$ cat src/sv/apct_pkg.sv
// ----------------------------------------------------------------------------
// apct_pkg
// Shared types and constants for the AABB pair contact tracker.
// ----------------------------------------------------------------------------
package apct_pkg;

  localparam int unsigned ID_BITS_DEF    = 6;
  localparam int unsigned COORD_BITS_DEF = 16;

  typedef enum logic [1:0] {
    EV_NONE  = 2'd0,
    EV_ENTER = 2'd1,
    EV_STAY  = 2'd2,
    EV_EXIT  = 2'd3
  } contact_ev_t;

  typedef enum logic [1:0] {
    S_CLEAR,
    S_IDLE,
    S_CALC,
    S_EVAL
  } ctrl_state_t;

  typedef struct packed {
    logic load_in;
    logic clr_step;
    logic commit;
  } dp_cmd_t;

  typedef struct packed {
    logic clr_last;
    logic out_busy;
  } dp_sts_t;

endpackage

$ cat src/sv/apct_ctrl.sv
// ----------------------------------------------------------------------------
// apct_ctrl
// Controller: table clearing sweep, then capture / compute / commit per request.
// ----------------------------------------------------------------------------
module apct_ctrl
  import apct_pkg::*;
(
  input  logic    clk,
  input  logic    rst_n,
  input  logic    in_valid,
  output logic    in_ready,
  output dp_cmd_t cmd,
  input  dp_sts_t sts
);
  ctrl_state_t state_r, state_nxt;

  always_ff @(posedge clk) begin
    if (!rst_n) begin
      state_r <= S_CLEAR;
    end else begin
      state_r <= state_nxt;
    end
  end

  always_comb begin
    state_nxt = state_r;
    in_ready  = 1'b0;
    cmd       = '0;
    case (state_r)
      S_CLEAR: begin
        cmd.clr_step = 1'b1;
        if (sts.clr_last) begin
          state_nxt = S_IDLE;
        end
      end
      S_IDLE: begin
        in_ready    = 1'b1;
        cmd.load_in = in_valid;
        if (in_valid) begin
          state_nxt = S_CALC;
        end
      end
      S_CALC: begin
        state_nxt = S_EVAL;
      end
      S_EVAL: begin
        if (!sts.out_busy) begin
          cmd.commit = 1'b1;
          state_nxt  = S_IDLE;
        end
      end
      default: begin
        state_nxt = S_CLEAR;
      end
    endcase
  end

  a_accept_calc: assert property (@(posedge clk) disable iff (!rst_n)
    (in_valid && in_ready) |=> (state_r == S_CALC))
    else $error("accepted request did not start compute");

  a_commit_idle: assert property (@(posedge clk) disable iff (!rst_n)
    cmd.commit |=> (state_r == S_IDLE && !cmd.clr_step))
    else $error("commit did not return to idle");
endmodule
$ cat config.mk
export PLATFORM = sky130hd
export DESIGN_NAME = apct_ctrl
export DESIGN_NICKNAME = d
export VERILOG_FILES = /design/src/sv/apct_pkg.sv /design/src/sv/apct_ctrl.sv
export SDC_FILE = /design/constraint.sdc
export NUM_CORES = 1
export LEC_CHECK = 0
export BUFFER_PORTS_ARGS = -buffer_cell sky130_fd_sc_hd__buf_2
export CAP_MARGIN = 20
export CORE_AREA = 2 2 39 41
export DETAILED_ROUTE_END_ITERATION = 10
export DIE_AREA = 0 0 41 43
export MAX_ROUTING_LAYER = met4
export PLACE_DENSITY = 0.35
export SYNTH_ARGS = -nofsm -noshare
export SYNTH_HDL_FRONTEND = slang
export SYNTH_SLANG_ARGS = --single-unit
$ cat constraint.sdc
create_clock -name clk -period 3.4 [get_ports clk]
set_input_delay 0.85 -clock clk [delete_from_list [all_inputs] [get_ports clk]]
set_output_delay 0.85 -clock clk [all_outputs]
set_load 0.01 [all_outputs]
======== After elaboration in Yosys (flattened, before gate mapping) ========
Index checks and enable logic that the tools add are counted.
word-level totals
  bits in registers ....................... 2
  word-level logic and storage cells ...... 18
operators by class
  eq/ne operators ......................... 6
  multiplexer cells ....................... 9
  reductions and logical operators ........ 2
operators with widths
  cell                number
  $pmux 2 s4          1
  $mux 2              3
  $ne 2x2->1 const B  3
  $mux 1              5
  $eq 2x2->1 const B  2
  $reduce_and 3->1    1
  $eq 2x1->1 const B  1
  $logic_not 2->1     1

======== Depth between registers and ports, before layout ========
Gate-level depths: netlist of run 1.
  word-level depth ........................ 3
  mapped depth ............................ 4

======== Least setup slack after synthesis of run 1 ========
No wires, ideal clock.
  kind .................................... in2out
  from .................................... in in_valid
  to ...................................... out cmd[2] (netlist name)
  arrival time ............................ 1.039 ns
  data required time ...................... 2.550 ns
  slack ................................... 1.511 ns
  cell stages on the path ................. 1
  buffers on the path ..................... 0
  cells stage by stage .................... and2_2
on the way
  word-level cells in the longest chain between the ends .. 1
ends and longest elaborated chain
  what         RTL line         source
  from (decl)  apct_ctrl.sv:10  input logic in_valid,
  $mux 1       apct_ctrl.sv:29  case (state_r)
  to (decl)    apct_ctrl.sv:12  output dp_cmd_t cmd,
No other way between the ends.

==> impl_metrics.toml, run 1 <==
[outcome]
outcome = "finished, final reports clean"

[power_and_ir_drop]
ir_drop_mv = 0.215
power_frac_comb = 0.450
p_int_mw = 0.108
p_sw_mw = 0.0595
pwr-share-seq = 0.241
switching_share = 0.355
p_clk_frac = 0.309
leakage_nw = 0.139
p_per_area_nw_per_um2 = 673

[worst_setup_path]
cpMaxStageDelayCell = "and2_2"
crit_path_frequent_cell = "buf_2"
cp_top_family = "buffers and inverters"
endpoint_kind = "primary output"
cp-start-kind = "primary input"
crit_type = "in2out"
slowest_delay_ps = 170
crit_path_cell_trace = "buf_2 > and2_2 > buf_2"
crit_fanout = 2
worstPathRequired_ps = 2550
critPathArrivalTime_ps = 1260
path_buf_inv = 2

[global_routing]
grt_pass1_wl_microns = 600
track_usage = 0.0586
grt_max_degree = 6
grt_pass1_vias = 165
grt.met3_usage = 0.0157
grt_busiest_layer = "met2"
antenna_found_initial = 0
met2_usage = 0.0813
met1_usage = 0.0514
grt_remaining_overflow = 0

[place]
dp_cells = 43
numPortBuffers = 8
place_area_sq_um = 226
dp_hpwl_microns = 287
gp_congestion = 0.615

[route]
drc = 0
drtAntennaViolNets = 0
vias = 161
wl_microns = 350
routedWlPerCell_microns = 7.61
drt_iter0_drc = 5
vias_per_cell = 3.50
first_pass_iters = 4

[synthesis]
ys.warnings.count = 0
ys_seq_area_frac = 0.241
ys_seq_elements = 2
syn-cell-area_sq_um = 166
syn_nets = 28
ys_types = 9
synth_cells = 19
synth_area_per_cell_sq_um = 8.76

[clock_tree]
cts_num_sinks = 2
ctsRootBufferMaster = "clkbuf_4"
ctsHtreeMaxLevel = 1
cts_tree = "yes"
post_cts_resize_count = 0
cts_hold_buffers = 0
cts.path.max_buffers = 2
clk_latency_ps = 220
clk_pin_slew_ps = 30
cts_buffers = 3
cts_setup_buffers = 0

[timing]
tns_ps = 0
slew_violations = 0
period_needed_ps = 2110
rsz0062_at_grt = "no"
relSlewSlack = 0.636
fin_skew_ps = 2.23
setup_viol = 0
tightest_slew_ps = 547
hold_viol_final = 0
fin_hold_ws_ps = 490
max_clock_freq_mhz = 474
fin_crit_sh = 0.621

[floorplanning]
chipHeight_microns = 43
die_w_microns = 41
core_area_sq_um = 1380
fp-row-count = 14
io_pins = 9
start_util = 0.120
die_area_sq_um = 1760

[run]
drv_cap = 0

[cells_and_area]
area_delta_synth_final_pct = 49.6
reg_top3 = "state_r x2"
largest_reg_flops = 2
finalInstanceArea_sq_um = 249
stdcell_count = 46
layout.nets = 41
num_antenna_cells = 0
regMostFlops = "state_r"
drive_gt1_frac = 0.400

[worst_hold_path]
hp-class = "reg2reg"
-- power groups by stage --
stage / Clock (mW) / Combinational, mW / Sequential, mW
floorplan: 0 / 0.0537 / 0.0392
global placement: 0 / 0.0738 / 0.0409
detailed placement: 0 / 0.0758 / 0.0411
CTS: 0.0561 / 0.0767 / 0.0408
global route: 0.0614 / 0.0876 / 0.0425
finish: 0.0517 / 0.0754 / 0.0404
-- final cells by class --
type | instances | area (sq um)
clock buffer | 3 | 22.5
fill | 160 | 1130
inverter | 4 | 15.0
multi-input combinational | 13 | 111
sequential | 2 | 40.0
tap | 16 | 20.0
timing repair buffer | 8 | 40.0
-- final timing paths --
check / from / endpoint / slack, ps / depth (start not counted)
worst min-delay path: state_r[1]$_SDFFE_PN0P_ / state_r[1]$_SDFFE_PN0P_ / 490 / 2
worst max-delay path: in_valid / cmd[2] / 1290 / 3
worst min register to register: state_r[1]$_SDFFE_PN0P_ / state_r[1]$_SDFFE_PN0P_ / 490 / 2
worst max register to register: state_r[0]$_SDFFE_PN0P_ / state_r[1]$_SDFFE_PN0P_ / 1900 / 4
-- synth_stat cells, drive strengths merged --
cell type	n	share of area
dfxtp	2	0.24
nand2	3	0.068
inv	4	0.090
nand2b	1	0.038
and2	1	0.045
ha	4	0.30
nor2b	1	0.038
mux2i	2	0.12
a222oi	1	0.060
-- worst min-delay path, cell delays in order (launching register included) --
cell and delay [ps]:
dfxtp_1 310, nand2_1 60, mux2i_1 60
-- stage by stage --
stage / worst slack [ps] / utilization / power, mW
2_1_floorplan: 1510 / - / 0.0929
3_3_place_gp: 1300 / 0.164 / 0.115
3_5_place_dp: 1280 / 0.164 / 0.117
4_1_cts: 1280 / 0.180 / 0.174
5_1_grt: 1280 / 0.180 / 0.191
6_report: 1290 / 0.180 / 0.167
-- cells by family after synthesis --
| kind of cell | after synthesis | share of synthesized area |
|---|---|---|
| AO/OA/AOI/OAI | 1 | 0.0602 |
| buffers and inverters | 4 | 0.0902 |
| adder cells (fa/ha/maj) | 4 | 0.301 |
| multiplexers | 2 | 0.120 |
| flip-flops | 2 | 0.241 |
| AND/OR/NAND/NOR | 6 | 0.188 |
-- cell usage in the layout, fill, tap and decap left out --
cell / n
buf_2: 8
inv_1: 4
ha_1: 4
nand2_1: 3
clkbuf_4: 3
mux2i_1: 2
dfxtp_1: 2
and2_2: 1
nor2b_1: 1
a222oi_1: 1
nand2b_1: 1
-- layer usage --
layer	vias to the layer above	wire length, microns
met1	68	150
met2	9	147
met4	0	0
li1	84	-
met5	-	0
met3	0	53
No activity file was read; power rests on OpenSTA's default activity.
==> run 2, diff against run 1 <==
--- a/config.mk
+++ b/config.mk
@@ -5,13 +5,14 @@
 export SDC_FILE = /design/constraint.sdc
 export NUM_CORES = 1
 export LEC_CHECK = 0
+export ABC_AREA = 1
 export BUFFER_PORTS_ARGS = -buffer_cell sky130_fd_sc_hd__buf_2
 export CAP_MARGIN = 20
 export CORE_AREA = 2 2 39 41
 export DETAILED_ROUTE_END_ITERATION = 10
 export DIE_AREA = 0 0 41 43
 export MAX_ROUTING_LAYER = met4
-export PLACE_DENSITY = 0.35
+export PLACE_DENSITY = 0.37
 export SYNTH_ARGS = -nofsm -noshare
 export SYNTH_HDL_FRONTEND = slang
 export SYNTH_SLANG_ARGS = --single-unit
==> constraint.sdc (replaced) <==
create_clock -name clk -period 2.2 [get_ports clk]
set_input_delay 0.55 -clock clk [delete_from_list [all_inputs] [get_ports clk]]
set_output_delay 0.55 -clock clk [all_outputs]
set_load 0.01 [all_outputs]
==> run 2 against run 1 <==
  * Design area grew 14%
  * Clock power is 56% higher
  * Synthesized cell count up 53%
  * Die area unchanged
  * Utilization rose by 2.4 points
  * Sequential share of layout area fell by 1.9 points
  * Critical path depth up 2
  * Critical path type is now reg2out
  * Non-clock buffer count did not move
  * Largest cell class unchanged
  * Global-route usage up 0.085 points
  * Sequential power is 58% higher
  * Power up 89%
==> impl_metrics.toml, run 2 <==
[outcome]
outcome = "finished, final reports clean"

[place]
place_area_sq_um = 260
dp_hpwl_microns = 316
dp_cells = 53
numPortBuffers = 8
gp_congestion = 0.590

[clock_tree]
cts_buffers = 3
cts_setup_buffers = 0
clk_latency_ps = 220
ctsRootBufferMaster = "clkbuf_4"
cts.path.max_buffers = 2
clk_pin_slew_ps = 30
cts_tree = "yes"
cts_num_sinks = 2
ctsHtreeMaxLevel = 1
cts_hold_buffers = 0
post_cts_resize_count = 0

[synthesis]
synth.top_cell.area_share = 0.250
syn-cell-area_sq_um = 200
synth_cells = 29
ys_types = 9
syn_nets = 38
ys_seq_area_frac = 0.200
synth_ff_type = "dfxtp_1"
async_flop_share = 0
yosys.area.top_type = "ha_1"
yosysMostFrequentCell = "inv_1"
synth_edf_count = 0
ys.warnings.count = 0
ys_top_cells_by_area = "ha_1 25%, dfxtp_1 20%, inv_1 17%, nand2_1 9.4%, nand2_2 6.3%"
ys_seq_elements = 2
synth_area_per_cell_sq_um = 6.90
synth_common_cells = "9 x inv_1, 5 x nand2_1, 4 x ha_1"

[global_routing]
grt_max_degree = 5
grt_remaining_overflow = 0
grt_pass1_wl_microns = 621
antenna_found_initial = 0
track_usage = 0.0595
grt_pass1_vias = 172

[timing]
rsz0062_at_grt = "no"
period_needed_ps = 1620
hold_viol_final = 0
max_clock_freq_mhz = 617
fin_skew_ps = 3.90
tightest_slew_ps = 153
tns_ps = 0
setup_viol = 0
relSlewSlack = 0.898
slew_violations = 0
fin_crit_sh = 0.737

[route]
first_pass_iters = 1
wl_microns = 368
vias = 187
drc = 0
routedWlPerCell_microns = 6.57
drtAntennaViolNets = 0
drt_iter0_drc = 0
vias_per_cell = 3.34

[floorplanning]
io_pins = 9
core_area_sq_um = 1380
die_area_sq_um = 1760
start_util = 0.145
fp-row-count = 14
die_w_microns = 41
chipHeight_microns = 43

[worst_hold_path]
min_from = "rst_n"
hp-class = "in2reg"

[worst_setup_path]
crit_type = "reg2out"
crit_start = "state_r[1]$_SDFFE_PN0P_"
crit_fanout = 4
worstPathRequired_ps = 1650
cp-start-kind = "flop"
critPathArrivalTime_ps = 1070
endpoint_kind = "primary output"
r2r-start = "state_r[0]$_SDFFE_PN0P_"

[power_and_ir_drop]
ir_drop_mv = 0.257
power.total_mw = 0.317
p_per_area_nw_per_um2 = 1120
leakage_nw = 0.184
switching_share = 0.420
p_int_mw = 0.184
p_sw_mw = 0.133
pwr-share-seq = 0.201
p_clk_frac = 0.254
power_frac_comb = 0.545

[cells_and_area]
regMostFlops = "state_r"
layout_common_cells = "9 x inv_1, 8 x buf_2, 5 x nand2_1"
stdcell_count = 56
finalInstanceArea_sq_um = 283
reg_top3 = "state_r x2"
layout.nets = 51
final_common_cell = "inv_1"
largest_reg_flops = 2
utilization = 0.204
num_antenna_cells = 0
drive_gt1_frac = 0.375
area_delta_synth_final_pct = 41.2

[run]
drv_cap = 0
==> run 2: final timing paths <==
check	to	slack, ps	depth (start not counted)
max	cmd[2]	580	5
min	state_r[1]$_SDFFE_PN0P_	570	3
max reg2reg	state_r[0]$_SDFFE_PN0P_	1110	7
min reg2reg	state_r[0]$_SDFFE_PN0P_	600	4
==> run 2: metrics by stage <==
stage	hold slack (ps)	setup WS (ps)
3_5_place_dp	604	756
4_1_cts	562	558
2_1_floorplan	550	868
5_1_grt	577	477
3_3_place_gp	606	764
6_report	570	578
==> run 2: layout make-up <==
type                       count  area, sq um
fill                         162         1100
timing repair buffer           8         40.0
multi-input combinational     18          126
tap                           16         20.0
inverter                       9         33.8
sequential                     2         40.0
clock buffer                   3         22.5
==> run 2: routing by layer <==
layer  share of wire  global-route usage  vias up
met2            0.40              0.0750        5
li1                -                   -      107
met1            0.51              0.0605       75
met4               0              0.0200        0
met5               0                   -        -
met3           0.092              0.0628        0
==> run 2: logic make-up after synthesis <==
family / after synthesis / synth area share
adders and majority gates: 4 / 0.250
buffers and inverters: 9 / 0.169
DFF: 2 / 0.200
and+or+nand+nor: 14 / 0.381
==> run 2: power by group through the flow <==
stage	logic, mW	registers, mW	clock network [mW]
final	0.173	0.0638	0.0805
after global routing	0.202	0.0673	0.0881
after CTS	0.177	0.0644	0.0848
after detailed placement	0.176	0.0649	0
after global placement	0.178	0.0650	0
after floorplan	0.133	0.0618	0
==> run 2: critical path, stage by stage (launching register included) <==
cell and delay, ps:
dfxtp_1 300, inv_1 120, ha_1 220, nand2_1 60
inv_1 40, buf_2 110
